`config.mk`:
```
export PLATFORM = sky130hd
export DESIGN_NAME = exp_golomb_ue_decoder_unit_flat
export DESIGN_NICKNAME = d
export VERILOG_FILES = /design/src/egd_pkg.sv /design/src/egd_byte_if.sv /design/src/egd_result_if.sv /design/src/exp_golomb_ue_decoder_unit.sv /design/src/egd_in_queue.sv /design/src/egd_bit_engine.sv /design/src/flat_wrapper.sv
export SDC_FILE = /design/constraint.sdc
export NUM_CORES = 1
export LEC_CHECK = 0
export BUFFER_PORTS_ARGS = -buffer_cell sky130_fd_sc_hd__buf_2
export CAP_MARGIN = 0
export CELL_PAD_IN_SITES_DETAIL_PLACEMENT = 1
export CELL_PAD_IN_SITES_GLOBAL_PLACEMENT = 1
export CORE_MARGIN = 2
export CORE_UTILIZATION = 30
export CTS_BUF_LIST = sky130_fd_sc_hd__clkbuf_16
export CTS_CLUSTER_SIZE = 12
export DETAILED_ROUTE_END_ITERATION = 7
export PLACE_DENSITY_LB_ADDON = 0.1
export SLEW_MARGIN = 20
export SYNTH_ARGS = -nofsm -noshare
export SYNTH_HDL_FRONTEND = slang
export SYNTH_SLANG_ARGS = --single-unit
```
`constraint.sdc`:
```
create_clock -name i_clk -period 9.75 [get_ports i_clk]
set_input_delay 0.4875 -clock i_clk [delete_from_list [all_inputs] [get_ports i_clk]]
set_output_delay 0.4875 -clock i_clk [all_outputs]
set_load 0.03 [all_outputs]
```
`src/egd_pkg.sv`:
```
// Shared types and constants of the Exp-Golomb ue(v) decoder.
`default_nettype none

package egd_pkg;

    // Field widths
    localparam int unsigned ByteW  = 8;
    localparam int unsigned ValueW = 32;
    localparam int unsigned RunW   = 6;
    localparam int unsigned PosW   = 3;

    // Longest zero run accepted as a prefix
    localparam logic [RunW-1:0] MaxPrefix = RunW'(31);

    // Default depth of the request queue between front and back
    localparam int unsigned QueueDepthDefault = 2;

    // One input request
    typedef struct packed {
        logic [ByteW-1:0] data_byte;
        logic             restart;
    } t_req;

    // One decoded result
    typedef struct packed {
        logic [ValueW-1:0] code_value;
        logic              prefix_error;
        logic              last_of_run;
    } t_res;

    // Handshake between queue head and bit engine
    typedef struct packed {
        logic valid;
        t_req req;
    } t_head;

endpackage

`default_nettype wire

```
`src/egd_byte_if.sv`:
```
// Request channel: one bitstream byte with its restart flag.
`default_nettype none

interface egd_byte_if
    import egd_pkg::*;
();
    logic             valid;
    logic             ready;
    logic [ByteW-1:0] data_byte;
    logic             restart;

    modport source (output valid, output data_byte, output restart, input ready);
    modport sink   (input valid, input data_byte, input restart, output ready);
endinterface

`default_nettype wire

```
`src/egd_result_if.sv`:
```
// Result channel: one decoded ue(v) value per transfer; a request may give none or several.
`default_nettype none

interface egd_result_if
    import egd_pkg::*;
();
    logic              valid;
    logic              ready;
    logic [ValueW-1:0] code_value;
    logic              prefix_error;
    logic              last_of_run;

    modport source (output valid, output code_value, output prefix_error,
                    output last_of_run, input ready);
    modport sink   (input valid, input code_value, input prefix_error,
                    input last_of_run, output ready);
endinterface

`default_nettype wire

```
`src/exp_golomb_ue_decoder_unit.sv`:
```
// Top level of the unsigned Exp-Golomb ue(v) bitstream decoder.
//
// Requests arrive on i_req, one bitstream byte each, read from bit 7 down.
// restart set on a request drops any partly read code before that byte.
// Each completed code leaves on o_res as 2^n - 1 + suffix; a zero run longer
// than the maximum prefix gives one result with prefix_error set and value 0,
// and decoding starts afresh. last_of_run marks the final result of a byte;
// a byte that completes no code gives no result.
// Throughput: the bit engine walks one bit a cycle unless it stalls, so it
// takes a new byte only once all bits of the last are read; up to eight results
// per byte leave at one per cycle while the receiver is ready. Each result is
// held until later bits of the byte show whether it is the byte's last.
// The request queue takes new bytes while the engine works and while the
// output register waits; a stalled receiver holds results in place and the
// engine pauses only on a bit that completes another code.
// Reset is synchronous and active low: queue empty, no result pending.
`default_nettype none

module exp_golomb_ue_decoder_unit
    import egd_pkg::*;
#(
    parameter int unsigned QueueDepth = QueueDepthDefault
) (
    input  wire          i_clk,
    input  wire          i_rst_n,
    egd_byte_if.sink     i_req,
    egd_result_if.source o_res
);
    t_head head;
    logic  pop;

    // Front: request queue
    egd_in_queue #(
        .Depth (QueueDepth)
    ) u_in_queue (
        .i_clk   (i_clk),
        .i_rst_n (i_rst_n),
        .i_req   (i_req),
        .o_head  (head),
        .i_pop   (pop)
    );

    // Back: bit-serial decoder
    egd_bit_engine u_bit_engine (
        .i_clk   (i_clk),
        .i_rst_n (i_rst_n),
        .i_head  (head),
        .o_pop   (pop),
        .o_res   (o_res)
    );

endmodule

`default_nettype wire

```
`src/egd_in_queue.sv`:
```
// Front end: accepts byte requests into a short queue ahead of the bit engine.
`default_nettype none

module egd_in_queue
    import egd_pkg::*;
#(
    parameter int unsigned Depth = QueueDepthDefault
) (
    input  wire        i_clk,
    input  wire        i_rst_n,
    egd_byte_if.sink   i_req,
    output t_head      o_head,
    input  wire        i_pop
);
    localparam int unsigned PtrW = (Depth > 1) ? $clog2(Depth) : 1;
    localparam int unsigned CntW = $clog2(Depth + 1);
    localparam logic [PtrW-1:0] LastPtr = PtrW'(Depth - 1);
    localparam logic [CntW-1:0] FullCnt = CntW'(Depth);

    t_req            r_mem [Depth];
    logic [PtrW-1:0] r_wr_ptr, n_wr_ptr;
    logic [PtrW-1:0] r_rd_ptr, n_rd_ptr;
    logic [CntW-1:0] r_count, n_count;

    logic push;
    logic pop;

    // Handshake
    assign i_req.ready = (r_count != FullCnt);
    assign push        = i_req.valid && i_req.ready;
    assign pop         = i_pop && (r_count != '0);

    assign o_head.valid = (r_count != '0);
    assign o_head.req   = r_mem[r_rd_ptr];

    // Pointer and fill count update
    always_comb begin
        n_wr_ptr = r_wr_ptr;
        n_rd_ptr = r_rd_ptr;
        n_count  = r_count;
        if (push) begin
            n_wr_ptr = (r_wr_ptr == LastPtr) ? '0 : r_wr_ptr + PtrW'(1);
        end
        if (pop) begin
            n_rd_ptr = (r_rd_ptr == LastPtr) ? '0 : r_rd_ptr + PtrW'(1);
        end
        if (push && !pop) begin
            n_count = r_count + CntW'(1);
        end else if (pop && !push) begin
            n_count = r_count - CntW'(1);
        end
    end

    always_ff @(posedge i_clk) begin
        if (!i_rst_n) begin
            r_wr_ptr <= '0;
            r_rd_ptr <= '0;
            r_count  <= '0;
        end else begin
            r_wr_ptr <= n_wr_ptr;
            r_rd_ptr <= n_rd_ptr;
            r_count  <= n_count;
        end
    end

    // Storage, no reset needed
    always_ff @(posedge i_clk) begin
        if (push) begin
            r_mem[r_wr_ptr] <= '{data_byte: i_req.data_byte, restart: i_req.restart};
        end
    end

    // Checks
    a_count_bound: assert property (@(posedge i_clk) disable iff (!i_rst_n)
        r_count <= FullCnt)
        else $error("queue fill count beyond depth");
    a_pop_only_valid: assert property (@(posedge i_clk) disable iff (!i_rst_n)
        (i_pop && r_count == '0) |=> (r_count == '0) || $past(push))
        else $error("queue popped while empty");
    a_no_push_full: assert property (@(posedge i_clk) disable iff (!i_rst_n)
        (r_count == FullCnt) |-> !push)
        else $error("request taken while queue full");

endmodule

`default_nettype wire

```
`src/egd_bit_engine.sv`:
```
// Back end: walks each queued byte one bit a cycle, pausing on stalls, and emits decoded results.
`default_nettype none

module egd_bit_engine
    import egd_pkg::*;
(
    input  wire          i_clk,
    input  wire          i_rst_n,
    input  t_head        i_head,
    output logic         o_pop,
    egd_result_if.source o_res
);
    // Code progress
    logic              r_rd_suffix, n_rd_suffix;
    logic [RunW-1:0]   r_zero_run,  n_zero_run;
    logic [RunW-1:0]   r_sfx_left,  n_sfx_left;
    logic [ValueW-1:0] r_accum,     n_accum;
    logic [PosW-1:0]   r_bit_pos;

    // Result held until the byte's last result is known
    logic              r_pend_valid;
    logic              r_pend_last;
    logic [ValueW-1:0] r_pend_value;
    logic              r_pend_err;

    // Output register
    logic              r_out_valid;
    t_res              r_out;

    logic              cur_rd_suffix;
    logic [RunW-1:0]   cur_zero_run;
    logic [RunW-1:0]   cur_sfx_left;
    logic [ValueW-1:0] cur_accum;
    logic              bit_in;
    logic              res_valid;
    logic [ValueW-1:0] res_value;
    logic              res_err;
    logic [RunW-1:0]   run_inc;
    logic [RunW-1:0]   left_dec;
    logic [ValueW-1:0] accum_sh;
    logic              out_free;
    logic              stall;
    logic              step;
    logic              final_bit;
    logic              push_pend;

    // Restart drops partial code ahead of the byte's first bit
    always_comb begin
        if (i_head.req.restart && (r_bit_pos == PosW'(ByteW - 1))) begin
            cur_rd_suffix = 1'b0;
            cur_zero_run  = '0;
            cur_sfx_left  = '0;
            cur_accum     = '0;
        end else begin
            cur_rd_suffix = r_rd_suffix;
            cur_zero_run  = r_zero_run;
            cur_sfx_left  = r_sfx_left;
            cur_accum     = r_accum;
        end
    end

    assign bit_in   = i_head.req.data_byte[r_bit_pos];
    assign run_inc  = cur_zero_run + RunW'(1);
    assign left_dec = cur_sfx_left - RunW'(1);
    assign accum_sh = {cur_accum[ValueW-2:0], bit_in};

    // One decoding step on the current bit
    always_comb begin
        n_rd_suffix = cur_rd_suffix;
        n_zero_run  = cur_zero_run;
        n_sfx_left  = cur_sfx_left;
        n_accum     = cur_accum;
        res_valid   = 1'b0;
        res_value   = '0;
        res_err     = 1'b0;
        if (!cur_rd_suffix) begin
            if (!bit_in) begin
                if (run_inc > MaxPrefix) begin
                    res_valid  = 1'b1;
                    res_err    = 1'b1;
                    n_zero_run = '0;
                end else begin
                    n_zero_run = run_inc;
                end
            end else if (cur_zero_run == '0) begin
                res_valid = 1'b1;
            end else begin
                n_rd_suffix = 1'b1;
                n_sfx_left  = cur_zero_run;
                n_accum     = '0;
            end
        end else begin
            if (left_dec == '0) begin
                res_valid   = 1'b1;
                res_value   = ((ValueW'(1) << cur_zero_run) - ValueW'(1)) + accum_sh;
                n_rd_suffix = 1'b0;
                n_zero_run  = '0;
                n_sfx_left  = '0;
                n_accum     = '0;
            end else begin
                n_sfx_left = left_dec;
                n_accum    = accum_sh;
            end
        end
    end

    // Flow control: a new result pushes the held one out
    assign out_free  = !r_out_valid || o_res.ready;
    assign stall     = res_valid && r_pend_valid && !out_free;
    assign step      = i_head.valid && !stall;
    assign final_bit = (r_bit_pos == '0);
    assign o_pop     = step && final_bit;
    assign push_pend = r_pend_valid && out_free && (r_pend_last || (step && res_valid));

    always_ff @(posedge i_clk) begin
        if (!i_rst_n) begin
            r_rd_suffix  <= 1'b0;
            r_zero_run   <= '0;
            r_sfx_left   <= '0;
            r_accum      <= '0;
            r_bit_pos    <= PosW'(ByteW - 1);
            r_pend_valid <= 1'b0;
            r_pend_last  <= 1'b0;
            r_out_valid  <= 1'b0;
        end else begin
            // Code state and bit position
            if (step) begin
                r_rd_suffix <= n_rd_suffix;
                r_zero_run  <= n_zero_run;
                r_sfx_left  <= n_sfx_left;
                r_accum     <= n_accum;
                r_bit_pos   <= r_bit_pos - PosW'(1);
            end
            // Held result
            if (step && res_valid) begin
                r_pend_valid <= 1'b1;
                r_pend_last  <= final_bit;
            end else if (push_pend) begin
                r_pend_valid <= 1'b0;
            end else if (step && final_bit && r_pend_valid) begin
                r_pend_last <= 1'b1;
            end
            // Output register
            if (push_pend) begin
                r_out_valid <= 1'b1;
            end else if (o_res.ready) begin
                r_out_valid <= 1'b0;
            end
        end
    end

    // Payload registers; a held result marked last belongs to a finished byte
    always_ff @(posedge i_clk) begin
        if (step && res_valid) begin
            r_pend_value <= res_value;
            r_pend_err   <= res_err;
        end
        if (push_pend) begin
            r_out.code_value   <= r_pend_value;
            r_out.prefix_error <= r_pend_err;
            r_out.last_of_run  <= r_pend_last;
        end
    end

    assign o_res.valid        = r_out_valid;
    assign o_res.code_value   = r_out.code_value;
    assign o_res.prefix_error = r_out.prefix_error;
    assign o_res.last_of_run  = r_out.last_of_run;

    // Checks
    a_suffix_count: assert property (@(posedge i_clk) disable iff (!i_rst_n)
        r_rd_suffix == (r_sfx_left != '0))
        else $error("suffix count out of step with suffix mode");
    a_run_bound: assert property (@(posedge i_clk) disable iff (!i_rst_n)
        r_zero_run <= MaxPrefix)
        else $error("zero run beyond maximum prefix");
    a_last_kept: assert property (@(posedge i_clk) disable iff (!i_rst_n)
        (r_pend_valid && r_pend_last && !push_pend) |=> (r_pend_valid && r_pend_last))
        else $error("final result of a byte lost before output");
    a_err_zero: assert property (@(posedge i_clk) disable iff (!i_rst_n)
        (r_out_valid && r_out.prefix_error) |-> (r_out.code_value == '0))
        else $error("error result carries a value");

endmodule

`default_nettype wire
```
`src/flat_wrapper.sv`:
```
// flat-port wrapper written by rule: the top's interface ports become plain ports
module exp_golomb_ue_decoder_unit_flat import egd_pkg::*;
#(
    parameter int unsigned QueueDepth = QueueDepthDefault
)
  (i_clk, i_rst_n, i_req_valid, i_req_data_byte, i_req_restart, i_req_ready, o_res_valid, o_res_code_value, o_res_prefix_error, o_res_last_of_run, o_res_ready);
  egd_byte_if i_req_i ();
  egd_result_if o_res_i ();
  input  wire i_clk;
  input  wire i_rst_n;
  input wire logic [$bits(i_req_i.valid)-1:0] i_req_valid;
  input wire logic [$bits(i_req_i.data_byte)-1:0] i_req_data_byte;
  input wire logic [$bits(i_req_i.restart)-1:0] i_req_restart;
  output wire logic [$bits(i_req_i.ready)-1:0] i_req_ready;
  output wire logic [$bits(o_res_i.valid)-1:0] o_res_valid;
  output wire logic [$bits(o_res_i.code_value)-1:0] o_res_code_value;
  output wire logic [$bits(o_res_i.prefix_error)-1:0] o_res_prefix_error;
  output wire logic [$bits(o_res_i.last_of_run)-1:0] o_res_last_of_run;
  input wire logic [$bits(o_res_i.ready)-1:0] o_res_ready;
  assign i_req_i.valid = i_req_valid;
  assign i_req_i.data_byte = i_req_data_byte;
  assign i_req_i.restart = i_req_restart;
  assign i_req_ready = i_req_i.ready;
  assign o_res_valid = o_res_i.valid;
  assign o_res_code_value = o_res_i.code_value;
  assign o_res_prefix_error = o_res_i.prefix_error;
  assign o_res_last_of_run = o_res_i.last_of_run;
  assign o_res_i.ready = o_res_ready;
  exp_golomb_ue_decoder_unit #(.QueueDepth(QueueDepth)) u_core (.i_clk(i_clk), .i_rst_n(i_rst_n), .i_req(i_req_i), .o_res(o_res_i));
endmodule
```
# [After elaboration in Yosys (flattened, before gate mapping)]
# Memories as Yosys holds them, arrays and structs flattened. A register that Yosys moved wholly into a read port is not among the register bits.
# Index checks and enable logic that the tools add are counted.
[classes] add_sub_neg=9 mux=42 n_reduce_logical=31 shift=1 eq_ne=3 n_lt_le_gt_ge=2
[op_table] cell="two-way mux 32 bit" count=5
[op_table] cell="two-way mux 6 bit" count=10
[op_table] cell="adder 32 bit" count=1
[op_table] cell="left shift 1 x 6 -> 32 bit (first input constant)" count=1
[op_table] cell="subtractor 32 x 1 -> 32 bit (second input constant)" count=1
[op_table] cell="two-way mux 1 bit" count=24
[op_table] cell="logical AND 1 bit" count=13
[op_table] cell="zero test 6 bit" count=2
[op_table] cell="nonzero test 2 bit" count=5
[op_table] cell="adder 6 x 1 -> 6 bit (second input constant)" count=1
[op_table] cell="> comparator 6 x 5 -> 1 bit (second input constant)" count=1
[op_table] cell="subtractor 6 x 1 -> 6 bit (second input constant)" count=1
[op_table] cell="zero test 1 bit" count=5
[op_table] cell="< comparator 3 x 4 -> 1 bit (second input constant)" count=1
[op_table] cell="two-way mux 2 bit" count=2
[op_table] cell="AND reduction 2 bit" count=2
[op_table] cell="binary-select mux 1 bit (select 3 bit)" count=1
[op_table] cell="equality test 3 bit (second input constant)" count=1
[op_table] cell="zero test 3 bit" count=1
[op_table] cell="subtractor 3 x 1 -> 3 bit (second input constant)" count=1
[op_table] cell="adder 1 bit (second input constant)" count=2
[op_table] cell="adder 2 x 1 -> 2 bit (second input constant)" count=1
[op_table] cell="logical OR 1 bit" count=2
[op_table] cell="inequality test 2 x 1 -> 1 bit (second input constant)" count=1
[op_table] cell="other kinds (3)" count=3
[word_totals] output_inout_bits=36 memories=1 ram_bits=18 ff_bits=122 wordCells=105
[mem_list] memory="u_core.u_in_queue.r_mem" depth=2 width=9 rd=1 rd_clocked_by_memory_dff=1 write_ports=1 line_no="egd_in_queue.sv:20" text="t_req r_mem [Depth];"

# [Depth between registers and ports, before layout]
# Gate-level depths: netlist (run 1).
[depth] word_depth=17 ltp_mapped=23 ltp_nobuf=20

# [Modules after synthesis]
# From an unflattened synthesis (run 1), not the netlist that was laid out.
[unflattened] cells_unflattened=778 hier_area_um2=7781.2
[modules_own_cells] module="egd_bit_engine" instances=1 area_each_um2=6891.6 cells_per_inst=726 seq_area_each_um2=3012.9
[modules_own_cells] module="egd_in_queue" instances=1 area_each_um2=889.6 cells_per_inst=52 seq_area_each_um2=640.6

# [Worst setup path before layout (run 1)]
# OpenSTA, ideal clock, no wires.
[synth_timing] kind="reg-to-reg" from="register (tool-made name)" to="register u_core.u_bit_engine.o_res.code_value[0] (netlist name)" t_arrival_ps=8582 t_required_ps=9325 stages_incl_launch_ff=16 setup_slack_ps=743 setup_ps=425 n_path_buf=4 cell_sequence="dfxtp_1 buf_2 mux2i_1 or2_2 clkbuf_1 clkbuf_1 clkbuf_1 nand2_1 ha_1 nor2_1 a31oi_1 nor4b_1 nor2_1 nor4b_1 o21ai_0 nor2_1"

==> results, run 1 <==
- The detailed router finished its first iteration with 267 violations.
- The count of port buffers added during placement is 48.
- The average footprint of a synthesized cell is 9.96 um2.
- The number of storage elements in the synthesis netlist is 140.
- The number of H-tree branching levels is 4.
- The I/O pin count is 49.
- The overall global routing resource usage is 15.0%.
- The maximum count of clock buffers along a single path is 2.
- The flow ran to the end, and the final reports show no timing, DRC or antenna violations.
- The routed length per instance is 16.4 um.
- The clock latency on the worst-skew pair is 0.42 ns.
- Sorting the synthesized cells by how often they occur yields sky130_fd_sc_hd__nand2_1 (98), sky130_fd_sc_hd__edfxtp_1 (85), sky130_fd_sc_hd__inv_1 (77).
- Of all nets on the critical path, the largest fanout is 45.
- By startpoint and endpoint, the worst setup path is classified as reg2reg.
- The sequential cell area fraction in the yosys report is 46.7%.
- The maximum number of pins on one net before global-route repair is 46.
- Max-cap violations in this run came to 0.
- The die span in x is 165 um.
- The Yosys step of the flow raised 0 warnings.
- The placer congestion estimate is 0.785.
- In this run the core area contains 59 standard-cell rows.
- Relative to the synthesized area, the layout overhead comes to 14.0%.
- The share of the synthesized area in the top cell type is 32.6%.
- For this run the aggregate overflow at the end of global routing stands at 0.
- The time the worst path needs with I/O delays and setup is 5.91 ns.
- The path class of the tightest hold or removal check is in2reg.
- For the worst setup path, the data required time is 9.92 ns.
- The worst slew margin relative to its limit is 37.5%.
- The DRC violations left is 0.
- The repair_antennas step left the layout with diodes totalling 0.
- Synthesis produced a netlist with a net count of 871.
- For this run, the detailed router's first-pass iteration total came to 4.
- The worst-margin pin slew is 0.938 ns.
- The final worst hold slack is 0.256 ns.
- The y dimension of the die is 165 um.
- The clock arrives with 0.0155 ns of skew.
- The hold violation total from the final report is 0.
- The post-CTS resize count is 0.
- For this run, the number of standard cells in the final layout without fillers is 1172.
- The die outline area is 27400 um2.
- The worst setup path is captured at a register.
- The number of placed instances, taps included, is 1140.
- For this design, the sink count on the clock tree is 140.
- For the final routed database, the setup TNS stands at 0 ns.
- The number of enable flip-flop cells after synthesis is 85.
- The startpoint type of the worst setup path is a register.
- Data arrives at the worst endpoint at 6.08 ns.
- Summed over all layers, the routed wires come to 19200 um.
- The cell count after synthesis is 785.
- For this design the ratio of total power to cell area is 183 nW/um2.
- The HPWL reported at the end of detailed placement is 13800 um.
- After detailed routing, the number of vias per cell comes to 4.89.
- The TritonCTS clock tree is done.
- The via count of the routed design is 5735.
- The share of flip-flops with an asynchronous set or reset after synthesis is 0%.
- The number of clock buffers inserted by TritonCTS is 17.
- The area of the core is 25800 um2.
- The initial antenna violation count was 0.
- The largest vdd supply drop is 0.0845 mV.
- Setup violations remaining at the end of the flow were counted as 0.
- The slack of the critical path is 3.84 ns.
- The initial standard-cell utilization of the core is 30.3%.
- The final-report max-slew violation count is 0.
- The first global-routing pass estimated 32100 um of wire.
- The most frequent cell after synthesis is sky130_fd_sc_hd__nand2_1.
- After clock tree synthesis, the setup repair step added 0 buffers.
- The post-detailed-route count of antenna-violating nets is 0.
- The via count of the first global-routing pass is 6080.
- Summing every instance area after synthesis gives 7820 um2.
- The hold buffer count at cts is 0.
- Timing would allow up to 169 MHz.
- Clock-pin slew was measured on the worst setup and hold paths at 0.07 ns.
- The period utilization is 60.6%.
- The post-synthesis cell type with the largest combined area is sky130_fd_sc_hd__edfxtp_1.
- Among all flip-flop cells after synthesis, the most frequent one is sky130_fd_sc_hd__edfxtp_1.
- The leakage power is 3.59 nW.
- Cells with a size suffix above 1 make up 12.4% of the layout.
- CTS placed an instance of sky130_fd_sc_hd__clkbuf_16 at the clock tree root.
- The layout net count is 910.
- The worst slack after detailed placement is 3.60 ns.
- Setup repair after global routing left no endpoint under its margin.
- By area the synthesized netlist is led by sky130_fd_sc_hd__edfxtp_1 (33%), sky130_fd_sc_hd__dfxtp_1 (14%), sky130_fd_sc_hd__ha_1 (12%).
- The count of different cell masters after synthesis is 64.
## cell usage in the layout, fill, tap and decap left out, types with 9 or more instances in the layout
cell type,instances
sky130_fd_sc_hd__ha_1,72
sky130_fd_sc_hd__nand3_1,16
sky130_fd_sc_hd__edfxtp_1,85
sky130_fd_sc_hd__nand2_1,98
sky130_fd_sc_hd__dfxtp_1,55
sky130_fd_sc_hd__buf_2,48
sky130_fd_sc_hd__a22o_1,31
sky130_fd_sc_hd__nand4_1,9
sky130_fd_sc_hd__clkbuf_16,17
sky130_fd_sc_hd__a21o_1,11
sky130_fd_sc_hd__xnor2_1,15
sky130_fd_sc_hd__inv_1,80
sky130_fd_sc_hd__and3_1,15
sky130_fd_sc_hd__o21ai_0,37
sky130_fd_sc_hd__xor2_1,15
sky130_fd_sc_hd__a21oi_1,37
sky130_fd_sc_hd__a211oi_1,9
sky130_fd_sc_hd__nor2_1,52
sky130_fd_sc_hd__nor3_1,11
## layer usage
| metal | track usage, % | routed length, um | vias to the layer above |
|---|---|---|---|
| li1 | - | - | 2878 |
| met2 | 26.0 | 9460 | 61 |
| met5 | 0 | 0 | - |
| met4 | 3.80 | 238 | 0 |
| met3 | 3.05 | 385 | 17 |
| met1 | 18.9 | 9100 | 2779 |
## flip-flops by register name (all words and copies together) (netlist names), 2 cells and up, named ones only
signal,cells
u_core.u_bit_engine.o_res.code_value,32
u_core.u_bit_engine.r_accum,31
u_core.u_bit_engine.r_bit_pos,3
u_core.u_bit_engine.r_pend_value,32
u_core.u_bit_engine.r_sfx_left,6
u_core.u_bit_engine.r_zero_run,6
u_core.u_in_queue.r_count,2
u_core.u_in_queue.r_mem,18
## where the power goes
| group | switching, W | internal (W) |
|---|---|---|
| Sequential | 0.0000188 | 0.000685 |
| Combinational | 0.000218 | 0.000119 |
| Clock | 0.000265 | 0.000325 |
## path summary, 6_finish.rpt
check	from	to	slack, ns	cells past startpoint
worst max-delay path	register	u_core.u_bit_engine.r_pend_value[30]$_SDFFCE_PN0N_	3.84	18
worst max register to register	register	u_core.u_bit_engine.r_pend_value[30]$_SDFFCE_PN0N_	3.84	18
worst min-delay path	i_req_data_byte[7]	u_core.u_in_queue.r_mem[0][8]$_DFFE_PP_	0.26	1
worst min register to register	u_core.u_bit_engine.r_pend_value[26]$_SDFFCE_PN0N_	u_core.u_bit_engine.o_res.code_value[26]$_DFFE_PP_	0.42	0
## per-stage QoR
step / utilization (%) / total power [W] / area (um2)
floorplan: - / 0.000974 / 7820
global placement: 32.4 / 0.00106 / 8380
detailed placement: 32.4 / 0.00106 / 8380
CTS: 34.5 / 0.00166 / 8910
global route: 34.5 / 0.00172 / 8910
finish: 34.5 / 0.00163 / 8910
## logic make-up (layout without fill, tap and decap cells)
group | count (synthesis) | count (layout) | synth area share, %
multiplexers | 8 | 8 | 1.82
buffers and inverters | 112 | 164 | 5.74
adder cells (fa/ha/maj) | 73 | 73 | 11.8
XOR/XNOR | 30 | 30 | 3.36
AND/OR/NAND/NOR | 242 | 242 | 14.5
AO/OA/AOI/OAI | 180 | 180 | 16.1
flip-flops | 140 | 140 | 46.7
## cell type report
cell class / count / area, um2
Tap cell: 335 / 419
Timing Repair Buffer: 54 / 285
Clock inverter: 15 / 103
Multi-Input combinational cell: 533 / 3730
Inverter: 78 / 295
Fill cell: 2956 / 16900
Clock buffer: 17 / 425
Sequential cell: 140 / 3650
## worst max-delay path: stages (launching register included)
cell and delay (ns):
sky130_fd_sc_hd__dfxtp_1 0.49, sky130_fd_sc_hd__mux2i_1 0.25, sky130_fd_sc_hd__or2_2 0.76, sky130_fd_sc_hd__nand2_1 0.24, sky130_fd_sc_hd__inv_1 0.14, sky130_fd_sc_hd__ha_1 0.22, sky130_fd_sc_hd__ha_1 0.23, sky130_fd_sc_hd__o21ai_0 0.11
sky130_fd_sc_hd__ha_1 0.28, sky130_fd_sc_hd__inv_1 0.04, sky130_fd_sc_hd__ha_1 0.34, sky130_fd_sc_hd__nor2_1 0.07, sky130_fd_sc_hd__o31ai_1 0.45, sky130_fd_sc_hd__o21bai_1 0.20, sky130_fd_sc_hd__a211oi_1 0.36, sky130_fd_sc_hd__o21ai_0 0.27
sky130_fd_sc_hd__a2111oi_1 0.70, sky130_fd_sc_hd__nor3_1 0.12, sky130_fd_sc_hd__or3b_1 0.36
No activity file was read; power rests on OpenSTA's default activity.
==> inputs of run 2 (changes only) <==
Settings changed: ABC_AREA from default to 1.
Clock period 9.75 ns to 5.4 ns, I/O delays scaled along.
==> results, run 2 <==
- The flow ran to the end, and the final reports show no timing, DRC or antenna violations.
- The proportion of synthesized area in mux cells is 0% (-1.8 points).
- The I/O pin count is 49 (unchanged).
- The largest vdd supply drop is 0.158 mV (+88%).
- The clock latency on the worst-skew pair was 0.43 ns (about the same).
- In the final layout, the registers with the most flip-flops are u_core.u_bit_engine.o_res.code_value x32, u_core.u_bit_engine.r_pend_value x32, u_core.u_bit_engine.r_accum x31.
- The relative contribution of sequential cells to total power is 31.9% (-11 points).
- The number of H-tree branching levels was 4 (unchanged).
- The area of the core is 27600 um2 (+6.9%).
- The final setup violation count was 0 (unchanged).
- Setup repair after global routing left no endpoint under its margin.
- The worst hold path class is in2reg.
- The cell area after synthesis is 8380 um2 (+7.1%).
- The proportion of power drawn by the clock network was 27.7% (-8.5 points).
- The worst path required time is 5.58 ns (-4.34 ns).
- The period utilization is 88.1% (+28 points).
- The fraction of final layout cells with drive strength greater than 1 came to 11.2% (-1.3 points).
- The count of port buffers added during placement is 48 (unchanged).
- The leakage power is 4.12 nW (+15%).
- The initial antenna violation count is 0 (unchanged).
- The share of power burned in combinational logic was 40.4% (+20 points).
- The via count of the first global-routing pass came to 6987 (+15%).
- The total routed wirelength is 23900 um (+25%).
- Yosys attributes the largest share of cell area to sky130_fd_sc_hd__edfxtp_1 (30%), sky130_fd_sc_hd__dfxtp_1 (13%), sky130_fd_sc_hd__ha_1 (11%).
- The total inserted antenna cells is 0 (unchanged).
- The arrival time reported for the critical path endpoint came to 4.93 ns (-1.15 ns).
- The DRC violations left is 0 (unchanged).
- In this run the top signal layer used is met4.
- The detailed-routing wirelength on met1 is 11700 um (+29%).
- The final-report max-slew violation count came to 0 (unchanged).
- The maximum count of clock buffers along a single path is 2 (unchanged).
- The average footprint of a synthesized cell is 8.20 um2 (-18%).
- The total cell area at the placement stage is 8940 um2 (+6.7%).
- The hold buffer count at cts is 0 (unchanged).
- The post-detailed-route count of antenna-violating nets was 0 (unchanged).
- The top cell types in the final layout, fill and taps aside, are sky130_fd_sc_hd__nand2_1 (189), sky130_fd_sc_hd__inv_1 (125), sky130_fd_sc_hd__nor2_1 (94).
- The simple-gate share of the synthesized area was 19.9% (+5.4 points).
- The setup total negative slack is 0 ns (unchanged).
- The worst slew margin relative to its limit is 43.8% (+6.4 points).
- The y dimension of the die is 171 um (+3.4%).
- The final worst clock skew was 0.0138 ns (-0.00166 ns).
- The number of iterations in the first detailed-routing pass was 5 (+1).
- The total net switching power was 0.00180 W (+260%).
- The share of flip-flops with an asynchronous set or reset after synthesis is 0% (unchanged).
- The number of clock buffers inserted by TritonCTS is 17 (unchanged).
- By startpoint and endpoint, the worst setup path is classified as reg2reg.
- The post-synthesis net count is 1107 (+27%).
- The growth of design area from synthesis to finish is 13.7%.
- The cell area power density came to 458 nW/um2 (+150%).
- The layout net count came to 1147 (+26%).
- By area, the combinational part of the netlist is dominated by simple AND/OR/NAND/NOR gates.
- Sorting the synthesized cells by how often they occur yields sky130_fd_sc_hd__nand2_1 (189), sky130_fd_sc_hd__inv_1 (125), sky130_fd_sc_hd__nor2_1 (94).
- The switching power share of the total is 41.4% (+11 points).
- The share of synthesized cell area in full adder, half adder and majority cells came to 11.0% (-0.78 points).
- The number of design-rule violations left by the first detailed-router iteration is 296 (+11%).
- The placer congestion estimate is 0.856 (+9.1%).
- By instance count, the leading cell after synthesis is sky130_fd_sc_hd__nand2_1.
- The post-CTS repair timing setup buffer count came to 0 (unchanged).
- The hold violation total from the final report was 0 (unchanged).
- The internal cell power was 0.00256 W (+130%).
- The most common cell after layout, fill and taps aside is sky130_fd_sc_hd__nand2_1.
- The number of max-capacitance violations reported is 0 (unchanged).
- The HPWL reported at the end of detailed placement is 17300 um (+25%).
- The highest achievable clock rate is 210 MHz (+24%).
- The layout filler cell count came to 3345 (+13%).
- The met3 wire length came to 382 um (-0.78%).
- The post-CTS resize count is 0 (unchanged).
- The routed length per instance is 16.5 um (+0.70%).
- The worst setup path endpoint is u_core.u_bit_engine.r_pend_value[17]$_SDFFCE_PN0N_.
- The maximum number of pins on one net before global-route repair is 46 (unchanged).
- TritonCTS built the clock tree.
- The via count of the routed design came to 6917 (+21%).
- The die outline area is 29300 um2 (+7.0%).
- The leftover overflow at the end of global routing is 0 (unchanged).
- The share of the synthesized area in the top cell type is 30.5% (-2.2 points).
- The sequential cell area fraction in the yosys report is 43.6% (-3.1 points).
- The clock transition at the registers of the reported paths is 0.07 ns (about the same).
- The number of rows created at floorplan is 61 (+3.4%).
- The startpoint type of the worst setup path is a register.
- The first-pass GRT wire length is 38900 um (+21%).
- The CTS sink count came to 140 (unchanged).
- The synthesized design spends more area on one cell type than any other, namely sky130_fd_sc_hd__edfxtp_1.
- The post-synthesis compound-gate area fraction is 16.0% (-0.071 points).
- The number of cells on the worst reg-to-reg path was 25 (+7).
- The initial standard-cell utilization of the core came to 30.3% (+0.057 points).
- The parity-gate share of the synthesized area counting xor and xnor cells is 0.732% (-2.6 points).
- The wire length on met2 is 11500 um (+22%).
- The overall global routing resource usage is 17.2% (+2.2 points).
- The register-to-register path setup slack was 0.64 ns (-3.20 ns).
- The cell count after synthesis is 1021 (+30%).
- The destination of the worst register-to-register timing path is u_core.u_bit_engine.r_pend_value[17]$_SDFFCE_PN0N_.
- In this run the clock root is driven by a sky130_fd_sc_hd__clkbuf_16.
- The worst-margin pin slew is 0.840 ns (-0.0986 ns).
- The time the worst path needs with I/O delays and setup is 4.76 ns (-1.15 ns).
- The leading register cell type out of synthesis is sky130_fd_sc_hd__edfxtp_1.
- The die span in x is 171 um (+3.4%).
- The count of different cell masters after synthesis was 42 (-34%).
- The maximum fanout along the worst path is 16 (-64%).
- The vias per cell is 4.76 (-2.6%).
- The warning count from the yosys run was 0 (unchanged).
- The worst setup path is captured at a register.
- The number of storage elements in the synthesis netlist is 140 (unchanged).
- The number of enable flip-flop cells after synthesis came to 85 (unchanged).
- The finished layout cell area came to 9530 um2 (+6.9%).
-- run 2: changes by cell type in the layout (fill, tap and decap cells not counted), sizes merged, moves of 15 or more --
cell    before  now
nand2       98  199
o21ai       38  102
inv         85  139
a21oi       37   86
nor2        53   97
a22o        32    0
nor3        11   36
nand3       16   36
a211oi      10   29
and3        15    0
-- run 2: worst min path at each step --
stage | endpoint | slack [ns] | cells past startpoint | startpoint
6_report | u_core.u_in_queue.r_mem[0][8]$_DFFE_PP_ | 0.03 | 1 | i_req_data_byte[7]
3_3_place_gp | u_core.u_bit_engine.o_res.code_value[15]$_DFFE_PP_ | 0.40 | 0 | u_core.u_bit_engine.r_pend_value[15]$_SDFFCE_PN0N_
5_1_grt | u_core.u_in_queue.r_mem[0][0]$_DFFE_PP_ | 0.007 | 1 | i_req_restart
2_1_floorplan | u_core.u_in_queue.r_mem[0][0]$_DFFE_PP_ | 0.37 | 0 | i_req_restart
3_5_place_dp | u_core.u_bit_engine.o_res.code_value[13]$_DFFE_PP_ | 0.41 | 0 | u_core.u_bit_engine.r_pend_value[13]$_SDFFCE_PN0N_
4_1_cts | u_core.u_in_queue.r_mem[0][0]$_DFFE_PP_ | 0.01 | 1 | i_req_restart
-- run 2: per-stage QoR --
step	instances	hold slack (ns)	util, %	worst slack, ns	total power, W
after global placement	1420	0.400	32.4	0.793	0.00317
after detailed placement	1420	0.405	32.4	0.648	0.00319
after floorplan	1021	0.369	-	1.61	0.00270
final	1452	0.0272	34.5	0.642	0.00436
after global routing	1452	0.00675	34.5	0.0150	0.00471
after CTS	1452	0.0131	34.5	0.596	0.00441
-- run 2: power groups by stage --
stage	Sequential [W]	Clock, W	Combinational [W]
after floorplan	0.00144	0	0.00126
after global placement	0.00141	0	0.00176
after detailed placement	0.00142	0	0.00177
after CTS	0.00139	0.00123	0.00179
after global routing	0.00141	0.00129	0.00202
final	0.00139	0.00121	0.00176
-- run 2: area by class of cell --
cell class	count	area (um2)	share of cell area (%)
Tap cell	378	473	4.96
Timing Repair Buffer	58	315	3.31
Multi-Input combinational cell	709	3990	41.9
Clock buffer	17	425	4.46
Clock inverter	15	160	1.68
Sequential cell	140	3650	38.3
Inverter	135	512	5.37
-- run 2: critical path: stages (launching register included) --
cell and delay (ns):
sky130_fd_sc_hd__dfxtp_1 0.54, sky130_fd_sc_hd__inv_2 0.14, sky130_fd_sc_hd__nand2_1 0.10, sky130_fd_sc_hd__nand2_2 0.07
sky130_fd_sc_hd__nand2_4 0.17, sky130_fd_sc_hd__nand2_1 0.16, sky130_fd_sc_hd__inv_1 0.14, sky130_fd_sc_hd__ha_1 0.23
sky130_fd_sc_hd__nand2_1 0.07, sky130_fd_sc_hd__nor2_1 0.12, sky130_fd_sc_hd__nand2_1 0.07, sky130_fd_sc_hd__ha_1 0.27
sky130_fd_sc_hd__inv_1 0.05, sky130_fd_sc_hd__ha_1 0.19, sky130_fd_sc_hd__fa_1 0.21, sky130_fd_sc_hd__nand2_1 0.08
sky130_fd_sc_hd__o21ai_0 0.37, sky130_fd_sc_hd__a21boi_0 0.27, sky130_fd_sc_hd__o21ai_0 0.38, sky130_fd_sc_hd__a21oi_1 0.17
sky130_fd_sc_hd__o21ai_0 0.37, sky130_fd_sc_hd__nand2_1 0.09, sky130_fd_sc_hd__nand2_1 0.09, sky130_fd_sc_hd__nand2_1 0.05
sky130_fd_sc_hd__nand2_1 0.06, sky130_fd_sc_hd__nor2_1 0.04
-- run 2: cells by family (layout without fill, tap and decap cells) --
logic type               Yosys count  count (layout)
AND/OR/NAND/NOR                  388             388
AO/OA/AOI/OAI                    241             241
buffers and inverters            172             225
flip-flops                       140             140
adder cells (fa/ha/maj)           73              73
XOR/XNOR                           7               7
-- run 2: per-layer routing --
metal  global-route usage, %  vias up
li1                        -     3551
met1                    22.8     3287
met2                    29.4       61
met3                    2.48       18
met4                    4.05        0
met5                       0        -
==> inputs of run 3 (changes only) <==
Settings changed: CAP_MARGIN 0 to 20, REMOVE_ABC_BUFFERS from default to 1.
==> results, run 3 (synthesis results as in run 2) <==
- The worst register-to-register path ends at u_core.u_bit_engine.r_pend_value[17]$_SDFFCE_PN0N_.
- By instance count, the cell type seen most on the critical path is sky130_fd_sc_hd__nand2_1.
- The worst path required time is 5.60 ns (+0.02 ns).
- The run finished with clean final reports.
- The HPWL reported at the end of detailed placement is 17300 um (+0.10%).
- The final worst clock skew is 0.0146 ns (+0.000813 ns).
- The fraction of final layout cells with drive strength greater than 1 is 11.3% (+0.093 points).
- The largest vdd supply drop is 0.156 mV (-1.4%).
- The placer congestion estimate is 0.793 (-7.4%).
- The setup total negative slack came to 0 ns (unchanged).
- The total stage count of the critical path is 25 (unchanged).
- The overall global routing resource usage was 17.2% (+0.077 points).
- The worst setup path endpoint is u_core.u_bit_engine.r_pend_value[17]$_SDFFCE_PN0N_.
- The first-pass GRT wire length came to 38700 um (-0.44%).
- The cell family with the largest share of critical-path delay is compound AO/OA/AOI/OAI gates.
- The leftover overflow at the end of global routing is 0 (unchanged).
- The post-detailed-route count of antenna-violating nets is 0 (unchanged).
- The clock transition at the registers of the reported paths is 0.07 ns (about the same).
- The initial standard-cell utilization of the core is 30.3% (unchanged).
- The library cells used most frequently in the layout, excluding fill and tap cells, are sky130_fd_sc_hd__nand2_1 (189), sky130_fd_sc_hd__inv_1 (125), sky130_fd_sc_hd__nor2_1 (94).
- The number of clock buffers inserted by TritonCTS is 17 (unchanged).
- The count of port buffers added during placement is 48 (unchanged).
- The slowest stage of the critical path is the sky130_fd_sc_hd__dfxtp_1 cell.
- The worst slew margin relative to its limit is 40.5% (-3.3 points).
- The total routed wirelength is 23800 um (-0.55%).
- In the final layout, the registers with the most flip-flops are u_core.u_bit_engine.o_res.code_value x32, u_core.u_bit_engine.r_pend_value x32, u_core.u_bit_engine.r_accum x31.
- The layout net count is 1147 (unchanged).
- The final worst hold slack came to 0.0267 ns (-0.000476 ns).
- The cell area power density is 450 nW/um2 (-1.6%).
- The final-report max-slew violation count is 0 (unchanged).
- The worst setup path is captured at a register.
- The y dimension of the die is 171 um (unchanged).
- The CTS sink count is 140 (unchanged).
- The number of design-rule violations left by the first detailed-router iteration is 302 (+2.0%).
- The number of max-capacitance violations reported is 0 (unchanged).
- The hold violation total from the final report is 0 (unchanged).
- The initial antenna violation count was 0 (unchanged).
- The min-delay analysis places its worst path in the category in2reg.
- The maximum number of pins on one net before global-route repair is 46 (unchanged).
- The leakage power came to 4.10 nW (-0.56%).
- The final setup violation count is 0 (unchanged).
- Clock tree synthesis selected as its root buffer the cell sky130_fd_sc_hd__clkbuf_16.
- The die span in x is 171 um (unchanged).
- Setup repair after global routing left no endpoint under its margin.
- The time the worst path needs with I/O delays and setup is 4.77 ns (+0.0104 ns).
- The number of rows created at floorplan is 61 (unchanged).
- The maximum fanout along the worst path was 19 (+3).
- The arrival time reported for the critical path endpoint came to 4.96 ns (+0.03 ns).
- The area of the core is 27600 um2 (unchanged).
- The stage delay of the slowest cell on the critical path is 0.55 ns (about the same).
- The worst-margin pin slew came to 0.889 ns (+0.0492 ns).
- The startpoint type of the worst setup path is a register.
- The register-to-register path setup slack is 0.63 ns (about the same).
- The highest achievable clock rate is 210 MHz (-0.22%).
- The via count of the routed design is 6961 (+0.64%).
- The clock latency on the worst-skew pair is 0.44 ns (about the same).
- The maximum count of clock buffers along a single path is 2 (unchanged).
- The period utilization was 88.3% (+0.19 points).
- The die outline area is 29300 um2 (unchanged).
- The I/O pin count is 49 (unchanged).
- The number of cells on the worst reg-to-reg path came to 25 (unchanged).
- The routed length per instance came to 16.4 um (-0.55%).
- The total inserted antenna cells is 0 (unchanged).
- Relative to the synthesized area, the layout overhead comes to 13.4%.
- The DRC violations left came to 0 (unchanged).
- Leaving out fill and tap cells, the most frequent cell in the layout is sky130_fd_sc_hd__nand2_1.
- The number of iterations in the first detailed-routing pass is 4 (-1).
- TritonCTS built the clock tree.
- The worst setup path is of the reg2reg kind.
- The number of H-tree branching levels is 4 (unchanged).
- The via count of the first global-routing pass is 7118 (+1.9%).
- The vias per cell was 4.79 (+0.64%).
- The count of buffer and inverter cells on the critical path is 4 (+1).
run 3: how the worst min path moves through the flow:
stage / cells past startpoint / start / to / slack, ns
2_1_floorplan: 1 / i_rst_n / u_core.u_bit_engine.r_bit_pos[2]$_SDFFE_PN1N_ / 0.35
5_1_grt: 1 / i_req_data_byte[2] / u_core.u_in_queue.r_mem[0][3]$_DFFE_PP_ / 0.02
3_5_place_dp: 0 / u_core.u_bit_engine.r_pend_value[12]$_SDFFCE_PN0N_ / u_core.u_bit_engine.o_res.code_value[12]$_DFFE_PP_ / 0.41
3_3_place_gp: 0 / u_core.u_bit_engine.r_pend_value[18]$_SDFFCE_PN0N_ / u_core.u_bit_engine.o_res.code_value[18]$_DFFE_PP_ / 0.40
6_report: 1 / i_req_data_byte[1] / u_core.u_in_queue.r_mem[1][2]$_DFFE_PP_ / 0.03
4_1_cts: 1 / i_req_data_byte[1] / u_core.u_in_queue.r_mem[1][2]$_DFFE_PP_ / 0.004
run 3: power by group:
part	internal, W	switching, W	total, W
clock	0.000604	0.000530	0.00113
combinational	0.000548	0.00120	0.00175
sequential	0.00132	0.0000760	0.00139
run 3: stage by stage:
stage / power [W] / worst slack [ns] / area, um2 / std cells / utilization [%]
after floorplan: 0.00264 / 1.36 / 8150 / 984 / -
after global placement: 0.00317 / 0.759 / 8930 / 1419 / 32.3
after detailed placement: 0.00318 / 0.653 / 8930 / 1419 / 32.3
after CTS: 0.00434 / 0.595 / 9500 / 1452 / 34.4
after global routing: 0.00463 / 0.0434 / 9500 / 1452 / 34.4
final: 0.00428 / 0.632 / 9500 / 1452 / 34.4
run 3: area by class of cell:
cell class,instances,area [um2]
fill,3381,18100
multi-input combinational,709,3990
sequential,140,3650
inverter,135,512
tap,378,473
clock buffer,17,425
timing repair buffer,58,318
clock inverter,15,129
run 3: what timing repair did:
item	4_1_cts	5_1_grt
gates resized for setup	0	0
hold buffers	1	0
endpoints found under the hold margin	2	0
buffers inserted	0	0
run 3: metal layers:
| layer | vias up | track usage [%] | share of wire (%) |
|---|---|---|---|
| met5 | - | 0 | 0 |
| met4 | 0 | 6.63 | 2.3 |
| met3 | 25 | 2.85 | 2.7 |
| met2 | 84 | 29.3 | 48 |
| met1 | 3317 | 21.8 | 47 |
| li1 | 3535 | - | - |
run 3: worst reg2reg max path, cell delays in order (launching register included):
cell,delay [ns]
sky130_fd_sc_hd__dfxtp_1,0.55
sky130_fd_sc_hd__inv_2,0.13
sky130_fd_sc_hd__nand2_1,0.10
sky130_fd_sc_hd__nand2_2,0.07
sky130_fd_sc_hd__nand2_4,0.20
sky130_fd_sc_hd__nand2_1,0.18
sky130_fd_sc_hd__inv_1,0.15
sky130_fd_sc_hd__ha_1,0.19
sky130_fd_sc_hd__ha_1,0.15
sky130_fd_sc_hd__inv_1,0.05
sky130_fd_sc_hd__nor2_1,0.14
sky130_fd_sc_hd__nand2_1,0.10
sky130_fd_sc_hd__ha_1,0.30
sky130_fd_sc_hd__inv_1,0.04
sky130_fd_sc_hd__ha_1,0.31
sky130_fd_sc_hd__nand2_1,0.08
sky130_fd_sc_hd__o21ai_0,0.30
sky130_fd_sc_hd__a21boi_0,0.23
sky130_fd_sc_hd__o21ai_0,0.36
sky130_fd_sc_hd__a21oi_1,0.16
sky130_fd_sc_hd__o21ai_0,0.39
sky130_fd_sc_hd__nand2_1,0.09
sky130_fd_sc_hd__nand2_1,0.09
sky130_fd_sc_hd__nand2_1,0.05
sky130_fd_sc_hd__nand2_1,0.06
sky130_fd_sc_hd__nor2_1,0.04
